===== src/rtl/core/m68k_immediate_and_bit_op_unit_macros.svh =====
// Assertion macros for the group-0 execute unit
`ifndef M68K_IMMEDIATE_AND_BIT_OP_UNIT_MACROS_SVH
`define M68K_IMMEDIATE_AND_BIT_OP_UNIT_MACROS_SVH
// Implication checked every cycle outside reset
`define M68K_ASSERT_IMP(lbl, clk, rst_n, ante, cons, msg) \
    lbl: assert property (@(posedge clk) disable iff (!rst_n) (ante) |-> (cons)) \
        else $error(msg);
// Next-cycle implication checked outside reset
`define M68K_ASSERT_NXT(lbl, clk, rst_n, ante, cons, msg) \
    lbl: assert property (@(posedge clk) disable iff (!rst_n) (ante) |=> (cons)) \
        else $error(msg);
`endif


===== src/rtl/core/m68k_ib_pkg.sv =====
// Shared types and constants for the group-0 execute unit
`default_nettype none
package m68k_ib_pkg;
    localparam logic [15:0] SR_RESET = 16'h2700;
    localparam int          QUEUE_DEPTH = 2;

    localparam logic [2:0] OP_LOGIC = 3'd0;
    localparam logic [2:0] OP_ARITH = 3'd1;
    localparam logic [2:0] OP_CCR   = 3'd2;
    localparam logic [2:0] OP_SR    = 3'd3;
    localparam logic [2:0] OP_BIT   = 3'd4;
    localparam logic [2:0] OP_FAULT = 3'd5;

    localparam logic [1:0] FLT_NONE = 2'd0;
    localparam logic [1:0] FLT_SIZE = 2'd1;
    localparam logic [1:0] FLT_PRIV = 2'd2;
    localparam logic [1:0] FLT_ILL  = 2'd3;

    localparam logic [7:0] LO_CCR = 8'h3C;
    localparam logic [7:0] LO_SR  = 8'h7C;

    // Classified beat passed from front to back
    typedef struct packed {
        logic [2:0]  op;
        logic [7:0]  hi;
        logic [1:0]  sz;
        logic        reg_mode;
        logic [1:0]  fault;
        logic [31:0] imm;
        logic [31:0] dst;
        logic [4:0]  bitnum;
    } t_uop;
endpackage
`default_nettype wire


===== src/rtl/core/m68k_ib_front.sv =====
// Front end: accept and classify group-0 instruction beats
`default_nettype none
module m68k_ib_front (
    input  wire logic [15:0]        i_opcode,
    input  wire logic [31:0]        i_immediate,
    input  wire logic [31:0]        i_dest_operand,
    input  wire logic [7:0]         i_bit_source,
    output m68k_ib_pkg::t_uop       o_uop
);
    logic [7:0] hi, lo;
    logic [7:0] num;
    assign hi  = i_opcode[15:8];
    assign lo  = i_opcode[7:0];
    assign num = (hi == 8'h08) ? i_immediate[7:0] : i_bit_source;

    // Decode group, form and static faults
    always_comb begin
        o_uop.hi       = hi;
        o_uop.sz       = lo[7:6];
        o_uop.reg_mode = (lo[5:3] == 3'd0);
        o_uop.imm      = i_immediate;
        o_uop.dst      = i_dest_operand;
        o_uop.bitnum   = (lo[5:3] == 3'd0) ? num[4:0] : {2'b00, num[2:0]};
        o_uop.fault    = m68k_ib_pkg::FLT_NONE;
        o_uop.op       = m68k_ib_pkg::OP_FAULT;
        if (hi[7:4] != 4'd0 || hi == 8'h0E) begin
            o_uop.fault = m68k_ib_pkg::FLT_ILL;
        end else if (hi == 8'h00 || hi == 8'h02 || hi == 8'h0A) begin
            if (lo == m68k_ib_pkg::LO_CCR) begin
                o_uop.op = m68k_ib_pkg::OP_CCR;
            end else if (lo == m68k_ib_pkg::LO_SR) begin
                if (hi == 8'h0A) o_uop.fault = m68k_ib_pkg::FLT_ILL;
                else             o_uop.op    = m68k_ib_pkg::OP_SR;
            end else if (lo[7:6] == 2'd3) begin
                o_uop.fault = m68k_ib_pkg::FLT_SIZE;
            end else begin
                o_uop.op = m68k_ib_pkg::OP_LOGIC;
            end
        end else if (hi == 8'h04 || hi == 8'h06 || hi == 8'h0C) begin
            if (lo[7:6] == 2'd3) o_uop.fault = m68k_ib_pkg::FLT_SIZE;
            else                 o_uop.op    = m68k_ib_pkg::OP_ARITH;
        end else if (lo[5:3] == 3'd1) begin
            o_uop.fault = m68k_ib_pkg::FLT_ILL;
        end else begin
            o_uop.op = m68k_ib_pkg::OP_BIT;
        end
    end
endmodule
`default_nettype wire


===== src/rtl/core/m68k_ib_queue.sv =====
// Small FIFO between front and back
`default_nettype none
`include "m68k_immediate_and_bit_op_unit_macros.svh"
module m68k_ib_queue #(
    parameter int DEPTH = m68k_ib_pkg::QUEUE_DEPTH
) (
    input  wire logic              i_clk,
    input  wire logic              i_rst_n,
    input  wire logic              i_valid,
    output      logic              o_ready,
    input  wire m68k_ib_pkg::t_uop i_uop,
    output      logic              o_valid,
    input  wire logic              i_ready,
    output      m68k_ib_pkg::t_uop o_uop
);
    localparam int AW = (DEPTH > 1) ? $clog2(DEPTH) : 1;
    m68k_ib_pkg::t_uop r_mem [DEPTH];
    logic [AW-1:0] r_wp, r_rp;
    logic [AW:0]   r_cnt;
    logic push, pop;

    assign o_ready = (r_cnt != (AW+1)'(DEPTH));
    assign o_valid = (r_cnt != '0);
    assign o_uop   = r_mem[r_rp];
    assign push    = i_valid && o_ready;
    assign pop     = o_valid && i_ready;

    // Pointers and fill count
    always_ff @(posedge i_clk) begin
        if (!i_rst_n) begin
            r_wp <= '0; r_rp <= '0; r_cnt <= '0;
        end else begin
            if (push) r_wp <= (r_wp == AW'(DEPTH-1)) ? '0 : r_wp + 1'b1;
            if (pop)  r_rp <= (r_rp == AW'(DEPTH-1)) ? '0 : r_rp + 1'b1;
            r_cnt <= r_cnt + (AW+1)'(push) - (AW+1)'(pop);
        end
    end

    // Storage
    always_ff @(posedge i_clk) begin
        if (push) r_mem[r_wp] <= i_uop;
    end

    `M68K_ASSERT_NXT(a_no_overflow, i_clk, i_rst_n, (r_cnt == (AW+1)'(DEPTH)) && !pop,
        r_cnt == (AW+1)'(DEPTH), "queue count changed while full without pop")
    `M68K_ASSERT_IMP(a_cnt_range, i_clk, i_rst_n, 1'b1, r_cnt <= (AW+1)'(DEPTH),
        "queue count out of range")
    `M68K_ASSERT_NXT(a_pop_moves, i_clk, i_rst_n, pop && !push,
        r_cnt == $past(r_cnt) - 1'b1, "pop did not reduce count")
endmodule
`default_nettype wire


===== src/rtl/core/m68k_ib_back.sv =====
// Back end: execute classified beats, hold SR, drive result register
`default_nettype none
`include "m68k_immediate_and_bit_op_unit_macros.svh"
module m68k_ib_back (
    input  wire logic              i_clk,
    input  wire logic              i_rst_n,
    input  wire logic              i_valid,
    output      logic              o_ready,
    input  wire m68k_ib_pkg::t_uop i_uop,
    output      logic              o_valid,
    input  wire logic              i_ready,
    output      logic [31:0]       o_result_data,
    output      logic              o_write_back,
    output      logic [15:0]       o_status_word,
    output      logic [1:0]        o_fault
);
    logic [15:0] r_sr, n_sr;
    logic        r_vld;
    logic [31:0] n_res;
    logic        n_wb;
    logic [1:0]  n_flt;
    logic        fire;
    logic [31:0] m, top, s, d, r, bitm, bd;
    logic [32:0] sum;
    logic        v, c;

    assign o_ready = !r_vld || i_ready;
    assign fire    = i_valid && o_ready;
    assign o_valid = r_vld;

    // Execute one beat
    always_comb begin
        unique case (i_uop.sz)
            2'd0:    begin m = 32'hFF;   top = 32'h80;   end
            2'd1:    begin m = 32'hFFFF; top = 32'h8000; end
            default: begin m = '1;       top = 32'h8000_0000; end
        endcase
        s   = i_uop.imm & m;
        d   = i_uop.dst & m;
        sum = (i_uop.hi == 8'h06) ? ({1'b0, d} + {1'b0, s}) : ({1'b0, d} - {1'b0, s});
        r   = sum[31:0] & m;
        if (i_uop.hi == 8'h06) begin
            c = (r < d);
            v = ((s ^ r) & (d ^ r) & top) != '0;
        end else begin
            c = (s > d);
            v = ((s ^ d) & (r ^ d) & top) != '0;
        end
        bitm  = 32'd1 << i_uop.bitnum;
        bd    = i_uop.reg_mode ? i_uop.dst : {24'd0, i_uop.dst[7:0]};
        n_sr  = r_sr;
        n_res = '0;
        n_wb  = 1'b0;
        n_flt = i_uop.fault;
        unique case (i_uop.op)
            m68k_ib_pkg::OP_LOGIC: begin
                if (i_uop.hi == 8'h00)      n_res = d | s;
                else if (i_uop.hi == 8'h02) n_res = d & s;
                else                        n_res = d ^ s;
                n_sr[3:0] = {(n_res & top) != '0, n_res == '0, 2'b00};
                n_wb = 1'b1;
            end
            m68k_ib_pkg::OP_ARITH: begin
                n_sr[3:0] = {(r & top) != '0, r == '0, v, c};
                if (i_uop.hi != 8'h0C) begin
                    n_sr[4] = c;
                    n_res   = r;
                    n_wb    = 1'b1;
                end
            end
            m68k_ib_pkg::OP_CCR: begin
                if (i_uop.hi == 8'h00)      n_sr[4:0] = r_sr[4:0] | i_uop.imm[4:0];
                else if (i_uop.hi == 8'h02) n_sr[4:0] = r_sr[4:0] & i_uop.imm[4:0];
                else                        n_sr[4:0] = r_sr[4:0] ^ i_uop.imm[4:0];
            end
            m68k_ib_pkg::OP_SR: begin
                if (!r_sr[13])              n_flt = m68k_ib_pkg::FLT_PRIV;
                else if (i_uop.hi == 8'h00) n_sr = r_sr | i_uop.imm[15:0];
                else                        n_sr = r_sr & i_uop.imm[15:0];
            end
            m68k_ib_pkg::OP_BIT: begin
                n_sr[2] = (bd & bitm) == '0;
                unique case (i_uop.sz)
                    2'd0:    n_res = '0;
                    2'd1:    n_res = bd ^ bitm;
                    2'd2:    n_res = bd & ~bitm;
                    default: n_res = bd | bitm;
                endcase
                n_wb = (i_uop.sz != 2'd0);
            end
            default: ;
        endcase
    end

    // State and output register
    always_ff @(posedge i_clk) begin
        if (!i_rst_n) begin
            r_sr  <= m68k_ib_pkg::SR_RESET;
            r_vld <= 1'b0;
        end else begin
            if (fire) r_sr <= n_sr;
            if (fire) r_vld <= 1'b1;
            else if (i_ready) r_vld <= 1'b0;
        end
    end

    always_ff @(posedge i_clk) begin
        if (fire) begin
            o_result_data <= n_res;
            o_write_back  <= n_wb;
            o_status_word <= n_sr;
            o_fault       <= n_flt;
        end
    end

    `M68K_ASSERT_NXT(a_fault_holds_sr, i_clk, i_rst_n, fire && (n_flt != m68k_ib_pkg::FLT_NONE),
        $stable(r_sr), "status changed on faulting beat")
    `M68K_ASSERT_IMP(a_fault_no_wb, i_clk, i_rst_n, r_vld && (o_fault != m68k_ib_pkg::FLT_NONE),
        !o_write_back, "write-back on faulting beat")
    `M68K_ASSERT_IMP(a_res_zero, i_clk, i_rst_n, r_vld && !o_write_back,
        o_result_data == '0, "result nonzero without write-back")
endmodule
`default_nettype wire


===== src/rtl/core/m68k_immediate_and_bit_op_unit.sv =====
// 68000 group-0 execute unit: ORI/ANDI/SUBI/ADDI/EORI/CMPI and bit ops, one beat per cycle while
// the output is drained; a combinational decoder feeds a two-entry queue, and the executor holds SR
// and a result register, so a beat passes through the queue and then the result register.
`default_nettype none
module m68k_immediate_and_bit_op_unit #(
    parameter int QUEUE_DEPTH = m68k_ib_pkg::QUEUE_DEPTH
) (
    input  wire logic        i_clk,
    input  wire logic        i_rst_n,
    input  wire logic        i_valid,
    output      logic        o_ready,
    input  wire logic [15:0] i_opcode,
    input  wire logic [31:0] i_immediate,
    input  wire logic [31:0] i_dest_operand,
    input  wire logic [7:0]  i_bit_source,
    output      logic        o_valid,
    input  wire logic        i_ready,
    output      logic [31:0] o_result_data,
    output      logic        o_write_back,
    output      logic [15:0] o_status_word,
    output      logic [1:0]  o_fault
);
    m68k_ib_pkg::t_uop f_uop, q_uop;
    logic q_valid, q_ready;

    m68k_ib_front u_front (
        .i_opcode(i_opcode), .i_immediate(i_immediate),
        .i_dest_operand(i_dest_operand), .i_bit_source(i_bit_source), .o_uop(f_uop)
    );

    m68k_ib_queue #(.DEPTH(QUEUE_DEPTH)) u_queue (
        .i_clk(i_clk), .i_rst_n(i_rst_n), .i_valid(i_valid), .o_ready(o_ready),
        .i_uop(f_uop), .o_valid(q_valid), .i_ready(q_ready), .o_uop(q_uop)
    );

    m68k_ib_back u_back (
        .i_clk(i_clk), .i_rst_n(i_rst_n), .i_valid(q_valid), .o_ready(q_ready),
        .i_uop(q_uop), .o_valid(o_valid), .i_ready(i_ready),
        .o_result_data(o_result_data), .o_write_back(o_write_back),
        .o_status_word(o_status_word), .o_fault(o_fault)
    );
endmodule
`default_nettype wire


===== config.mk =====
export PLATFORM = sky130hd
export DESIGN_NAME = m68k_immediate_and_bit_op_unit
export DESIGN_NICKNAME = d
export VERILOG_FILES = /design/src/rtl/core/m68k_ib_pkg.sv /design/src/rtl/core/m68k_ib_front.sv /design/src/rtl/core/m68k_ib_queue.sv /design/src/rtl/core/m68k_ib_back.sv /design/src/rtl/core/m68k_immediate_and_bit_op_unit.sv
export VERILOG_INCLUDE_DIRS = /design/src /design/src/rtl/core
export SDC_FILE = /design/constraint.sdc
export NUM_CORES = 1
export LEC_CHECK = 0
export BUFFER_PORTS_ARGS = -buffer_cell sky130_fd_sc_hd__buf_4
export CAP_MARGIN = 20
export CORE_MARGIN = 4
export CORE_UTILIZATION = 60
export DETAILED_ROUTE_END_ITERATION = 16
export GPL_TIMING_DRIVEN = 0
export HOLD_SLACK_MARGIN = 0.06
export PLACE_DENSITY_LB_ADDON = 0.12
export SLEW_MARGIN = 20
export SYNTH_ARGS = -nofsm -noshare
export SYNTH_HDL_FRONTEND = slang
export SYNTH_HIERARCHICAL = 1
export SYNTH_SLANG_ARGS = --single-unit

===== constraint.sdc =====
create_clock -name i_clk -period 15.75 [get_ports i_clk]
set_input_delay 3.15 -clock i_clk [delete_from_list [all_inputs] [get_ports i_clk]]
set_output_delay 3.15 -clock i_clk [all_outputs]
set_load 0.01 [all_outputs]

==> impl_metrics.csv, run 1 <==
group,metric,value,unit
status,status,"finished clean",
setup_path,cp_max_fo,10,
sta,post-route-min-period,12.20,ns
sta,fin_skew,0.0103,ns
synth,yosys_warnings,6,
cts,clk_pin_slew_worst_paths,0.06,ns
die,io-pin-count,145,
synth,postSynthAreaPerCell,9.25,um2
power_and_ir_drop,ir_worst_vdd,0.000109,V
global_routing,antenna_found_initial,1,
cts,cts-root-buf,"clkbuf_16",
die,rows,65,
sta,period_share,0.775,
cts,cts_sinks,243,
cts,cts_resized,0,
place,numPortBuffers,80,
sta,hold_viol,0,
die,start_util,0.611,
sta,whs,0.463,ns
global_routing,grt_pass1_wl,101,mm
synth,yosysTopAreaCellShare,0.343,
setup_path,cp-start-kind,"flip-flop",
global_routing,track_usage,0.370,
setup_path,end_kind,"flip-flop",
synth,synthFlopType,"edfxtp_1",
setup_path,crit_required,16.15,ns
sta,setup_ws,3.55,ns
global_routing,gr-total-overflow,0,
synth,synth.largest_area_cell,"edfxtp_1",
detailed_routing,drtPass1Iterations,6,
detailed_routing,via_per_inst,6.61,
setup_path,cp.arrival,12.60,ns
cts,cts_tree,"yes",
die,core_area,0.0316,mm2
detailed_routing,drtAntennaViolNets,0,
die,die_w,188,um
synth,syn_inst,2090,
place,pre_cts_ws,4.31,ns
cts,cts_buffers,25,
sta,setup_viol,0,
place,globalplace.congestion,1.05,
final_layout,layout_commonest_cell,"edfxtp_1",
final_layout,ff_latch_area,0.00708,mm2
synth,synth_edf_count,221,
die,chipHeight,188,um
cts,clk_path_buf_depth,3,
place,dp_hpwl,51.3,mm
sta,slew_violations,0,
synth,async_flop_share,0,
power_and_ir_drop,p_total,4.48,mW
detailed_routing,num_vias,17300,
sta,worst_slew_pin_slew,1.18,ns
final_layout,layout.nets,2511,
sta,rsz0062_at_grt,"no",
power_and_ir_drop,p_per_area,210,mW/mm2
job,drv_cap,0,
setup_path,crit_top_cell,"clkbuf_1",
cts,cts_setup_buffers,0,
synth,syn-num-nets,2400,
final_layout,multi_input_area,0.0107,mm2
setup_path,cp_slowest_stage_delay,0.70,ns
global_routing,first_global_vias,16900,
sta,setup_tns,0,ns
setup_path,cpMaxStageDelayCell,"o31ai_1",
final_layout,drive_above_1_share,0.128,
die,dieArea,0.0352,mm2
sta,relSlewSlack,0.212,
detailed_routing,wl_per_cell,25.7,um
detailed_routing,wirelength,67.5,mm
synth,synth_seq_cells,243,
detailed_routing,remaining_drc_errors,0,
final_layout,num-fill-cells,2500,
power_and_ir_drop,p_leak,9.06,nW
hold_path,hold_path.class,"reg -> reg",
final_layout,diodes,0,
synth,syn_area,0.0193,mm2
final_layout,layout_common_cells,"edfxtp_1 (221), ha_1 (216), nand2_1 (215)",
global_routing,grt_max_degree,56,
synth,synth_seq_area_share,0.366,
final_layout,syn_to_final_growth,10.5,%
sta,fmax,82.0,MHz
cts,ctsHoldBuffers,0,
synth,synth_area_leaders,"edfxtp_1 (34%), ha_1 (14%), a21oi_1 (4.2%)",
synth,synth.distinct_cells,90,
cts,h-tree-depth,1,
detailed_routing,drtIter0Drc,2556,
setup_path,crit_type,"reg -> reg",
cts,clk_latency,0.56,ns
==> cell usage after synthesis (16+ instances only) <==
library cell / number
buf_4: 76
nand4_1: 17
inv_1: 147
and2_1: 19
nor4_1: 21
mux2_2: 39
ha_1: 216
clkbuf_1: 78
a22oi_1: 37
o221ai_1: 33
edfxtp_1: 221
xnor2_1: 30
mux2_1: 50
dfxtp_1: 22
nor3_1: 31
o21ai_0: 77
nand2b_1: 30
a211oi_1: 19
a21oi_1: 164
nor2_1: 203
nand2_1: 215
nor2b_1: 16
nand3_1: 36
mux2i_1: 17
==> report_power, final <==
part / leakage [nW] / switching, mW / internal, mW / total (mW)
combinational: 6.41 / 1.98 / 1.02 / 3.00
clock: 0.400 / 0.253 / 0.344 / 0.597
sequential: 2.24 / 0.0339 / 0.849 / 0.883
==> through the flow <==
step | instance area [um2] | utilization | instances
floorplan | 19300 | - | 2090
global placement | 20400 | 0.646 | 2572
detailed placement | 20500 | 0.649 | 2576
CTS | 21400 | 0.675 | 2621
global route | 21400 | 0.675 | 2621
finish | 21400 | 0.675 | 2621
==> worst paths after layout <==
kind	from	to	slack, ns	cells past startpoint
worst max-delay path	flip-flop	u_back/o_status_word[4]	3.55	30
worst min-delay path	u_back/r_sr[15]	u_back/r_sr[15]	0.46	2
worst max register to register	flip-flop	u_back/o_status_word[4]	3.55	30
worst min register to register	u_back/r_sr[15]	u_back/r_sr[15]	0.46	2
==> cells by family after synthesis <==
group                      share of synthesized area
xor gates and xnor gates                      0.0181
AOI/OAI and AO/OA                              0.173
buffers and inverters                         0.0816
muxes                                         0.0606
adders and majority gates                      0.142
DFF                                            0.366
and+or+nand+nor                                0.159
==> final cells by class <==
type | count | area share
buffer | 182 | 0.0480
clock buffer | 38 | 0.0349
clock inverter | 7 | 0.00369
inverter | 148 | 0.0261
multi-input combinational | 1517 | 0.501
sequential | 243 | 0.331
tap | 402 | 0.0235
timing repair buffer | 84 | 0.0320
==> sequential cells by signal, indices dropped and copies added (netlist names), named ones only <==
signal                cells
u_queue/r_mem           170
u_back/o_result_data     32
u_back/o_status_word     16
u_back/r_sr              16
u_back/o_fault            2
u_queue/r_cnt             2
u_back/o_valid            1
u_back/o_write_back       1
u_queue/r_rp              1
u_queue/r_wp              1
==> per-layer routing <==
layer	vias to the layer above	part of all wire	track usage
met4	2	0.055	0.167
li1	7694	-	-
met3	224	0.12	0.0799
met1	8284	0.39	0.504
met2	1112	0.43	0.571
met5	-	0.00016	0
==> critical path, delay by kind of cell (launching register included) <==
kind            cells  cell delay (ns)
buf+inv            12             5.59
simple gates        8             2.95
compound gates      6             1.96
fa+ha+maj           2             0.73
flops               1             0.40
mux                 1             0.28
xor+xnor            1             0.11
Power figures use the tool's default switching activity.
==> inputs of run 2 (changes only) <==
Settings changed: ABC_AREA set to 1, CORE_UTILIZATION 60 to 56.
Clock period 15.75 ns to 10.2 ns, I/O delays scaled along.
==> run 2 against run 1 <==
- combinational power rose by 53%
- clock-buffer cell count shrank 11
- final area rose by 3.1%
- flip-flop and latch count did not move
- hold slack gained 0.045 ns
- critical endpoint is now u_back/r_sr[1]
- first-iteration DRC count fell by 15%
- setup slack got worse by 1.5 ns
- routed wire length up 3.1%
==> impl_metrics.csv, run 2 <==
group,metric,value,unit
sta,worst_slew_pin_slew,0.947,ns
cts,cts-root-buf,"clkbuf_16",
synth,synth.most_common_cell,"nand2_1",
global_routing,gr-total-overflow,0,
setup_path,crit_family,"buffers and inverters",
hold_path,hold_path.class,"reg -> reg",
cts,cts_sinks,243,
final_layout,largest-register,"u_queue/r_mem",
synth,synth_seq_area_share,0.356,
power_and_ir_drop,p_switching,3.62,mW
cts,cts_tree,"yes",
cts,clk_pin_slew_worst_paths,0.06,ns
global_routing,grt_pass1_wl,103,mm
synth,postSynthAreaPerCell,8.13,um2
power_and_ir_drop,pwr-share-comb,0.672,
cts,cts_setup_buffers,0,
status,status,"finished clean",
detailed_routing,drtIter0Drc,2178,
setup_path,crit_required,10.70,ns
synth,yosys_warnings,6,
final_layout,layout_commonest_cell,"nand2_1",
final_layout,postLayoutCellArea,0.0220,mm2
detailed_routing,drtAntennaViolNets,0,
global_routing,antenna_found_initial,0,
cts,ctsHoldBuffers,0,
detailed_routing,drtPass1Iterations,6,
global_routing,grt_max_degree,45,
synth,synth_edf_count,221,
setup_path,end_kind,"flip-flop",
cts,cts_resized,0,
final_layout,largest_register_ffs,170,
sta,fmax,122,MHz
sta,hold_viol,0,
sta,relSlewSlack,0.364,
die,dieArea,0.0386,mm2
setup_path,cp_max_fo,10,
final_layout,num-fill-cells,3033,
global_routing,first_global_vias,17500,
final_layout,layout_common_cells,"nand2_1 (512), inv_1 (329), edfxtp_1 (221)",
setup_path,cp_slowest_stage_delay,0.61,ns
synth,syn_inst,2447,
synth,synth.distinct_cells,60,
power_and_ir_drop,sw_frac_of_total,0.528,
synth,synthFlopType,"edfxtp_1",
detailed_routing,via_per_inst,6.00,
detailed_routing,wl_per_cell,22.9,um
place,placedCellCount,2992,
setup_path,cp.arrival,8.67,ns
place,pre_cts_ws,2.37,ns
synth,synth.largest_area_cell,"edfxtp_1",
setup_path,crit_type,"reg -> reg",
synth,yosys-top-cells-count,"nand2_1 (512), inv_1 (330), edfxtp_1 (221)",
power_and_ir_drop,p_clk_frac,0.118,
power_and_ir_drop,p_int,3.23,mW
cts,clk_path_buf_depth,3,
synth,synth_area_leaders,"edfxtp_1 (33%), ha_1 (14%), nand2_1 (9.7%)",
sta,setup_tns,0,ns
setup_path,crit_buf_inv,11,
die,chipHeight,196,um
sta,fin_skew,0.0118,ns
synth,synth_seq_cells,243,
setup_path,cp-start-kind,"flip-flop",
die,die_w,196,um
global_routing,track_usage,0.351,
final_layout,layout.nets,2873,
synth,async_flop_share,0,
cts,clk_latency,0.56,ns
place,place_area,0.0213,mm2
setup_path,cpMaxStageDelayCell,"clkbuf_1",
detailed_routing,wirelength,69.6,mm
die,io-pin-count,145,
power_and_ir_drop,power_frac_seq,0.210,
setup_path,crit_top_cell,"nand3_1",
final_layout,drive_above_1_share,0.132,
cts,cts_buffers,24,
sta,setup_ws,2.04,ns
die,core_area,0.0348,mm2
final_layout,final-instance-count-excl-fill,3033,
synth,syn-num-nets,2757,
power_and_ir_drop,ir_worst_vdd,0.000196,V
job,drv_cap,0,
sta,slew_violations,0,
synth,yosysTopAreaCellShare,0.334,
cts,h-tree-depth,1,
sta,post-route-min-period,8.16,ns
detailed_routing,remaining_drc_errors,0,
final_layout,diodes,0,
power_and_ir_drop,p_per_area,311,mW/mm2
detailed_routing,num_vias,18200,
place,dp_hpwl,57.3,mm
power_and_ir_drop,p_leak,10.1,nW
sta,setup_viol,0,
final_layout,reg_top3,"u_queue/r_mem x170, u_back/o_result_data x32",
final_layout,syn_to_final_growth,10.7,%
sta,period_share,0.800,
synth,syn_area,0.0199,mm2
place,globalplace.congestion,1.05,
die,start_util,0.572,
die,rows,68,
sta,rsz0062_at_grt,"no",
place,numPortBuffers,82,
## run 2: cell count changes after synthesis, moves of 36 or more
| cell | delta |
|---|---|
| inv_1 | +183 |
| o21ai_0 | +46 |
| nand2_1 | +297 |
| nand3_1 | +89 |
| a21oi_1 | -53 |
| a22oi_1 | -36 |
## run 2: stage by stage
stage | util | hold slack (ns) | power [mW]
after detailed placement | 0.612 | 0.485 | 5.86
after global routing | 0.633 | 0.530 | 7.31
after global placement | 0.606 | 0.467 | 5.75
after floorplan | - | 0.457 | 4.38
final | 0.633 | 0.508 | 6.85
after CTS | 0.633 | 0.497 | 6.69
## run 2: power by group through the flow
| stage | combinational [mW] | sequential, mW | clock (mW) |
|---|---|---|---|
| 2_1_floorplan | 2.88 | 1.50 | 0 |
| 3_3_place_gp | 4.27 | 1.48 | 0 |
| 3_5_place_dp | 4.40 | 1.46 | 0 |
| 4_1_cts | 4.43 | 1.44 | 0.827 |
| 5_1_grt | 4.98 | 1.46 | 0.870 |
| 6_report | 4.60 | 1.44 | 0.807 |
## run 2: cell type report
class / instances / area [um2] / share of cell area
buffer: 154 / 941 / 0.0427
clock buffer: 27 / 622 / 0.0282
clock inverter: 14 / 93.8 / 0.00426
inverter: 347 / 1320 / 0.0597
multi-input combinational: 1703 / 10600 / 0.480
sequential: 243 / 7080 / 0.321
tap: 455 / 569 / 0.0258
timing repair buffer: 90 / 828 / 0.0376
## run 2: cell families after synthesis
family | Yosys count | synth area share
AOI/OAI and AO/OA | 393 | 0.121
xor gates and xnor gates | 8 | 0.00352
adders and majority gates | 218 | 0.138
buffers and inverters | 501 | 0.113
DFF | 243 | 0.356
muxes | 85 | 0.0481
and+or+nand+nor | 999 | 0.220
## run 2: tightest hold or removal path, stage by stage (launching register included)
cell and delay (ns):
dfxtp_1 0.35, a21oi_1 0.08, nand2_1 0.06
## run 2: final timing paths
path	end	slack (ns)	cells past startpoint	start
min	u_back/r_sr[10]	0.51	2	u_back/r_sr[10]
max	u_back/r_sr[1]	2.04	30	flip-flop
max reg2reg	u_back/r_sr[1]	2.04	30	flip-flop
min reg2reg	u_back/r_sr[10]	0.51	2	u_back/r_sr[10]
## run 2: metal layers
layer / share of wire / vias to the layer above / global-route usage
li1: - / 8441 / -
met1: 0.41 / 8566 / 0.485
met2: 0.45 / 1011 / 0.562
met3: 0.097 / 177 / 0.0547
met4: 0.045 / 0 / 0.127
met5: 0 / - / 0
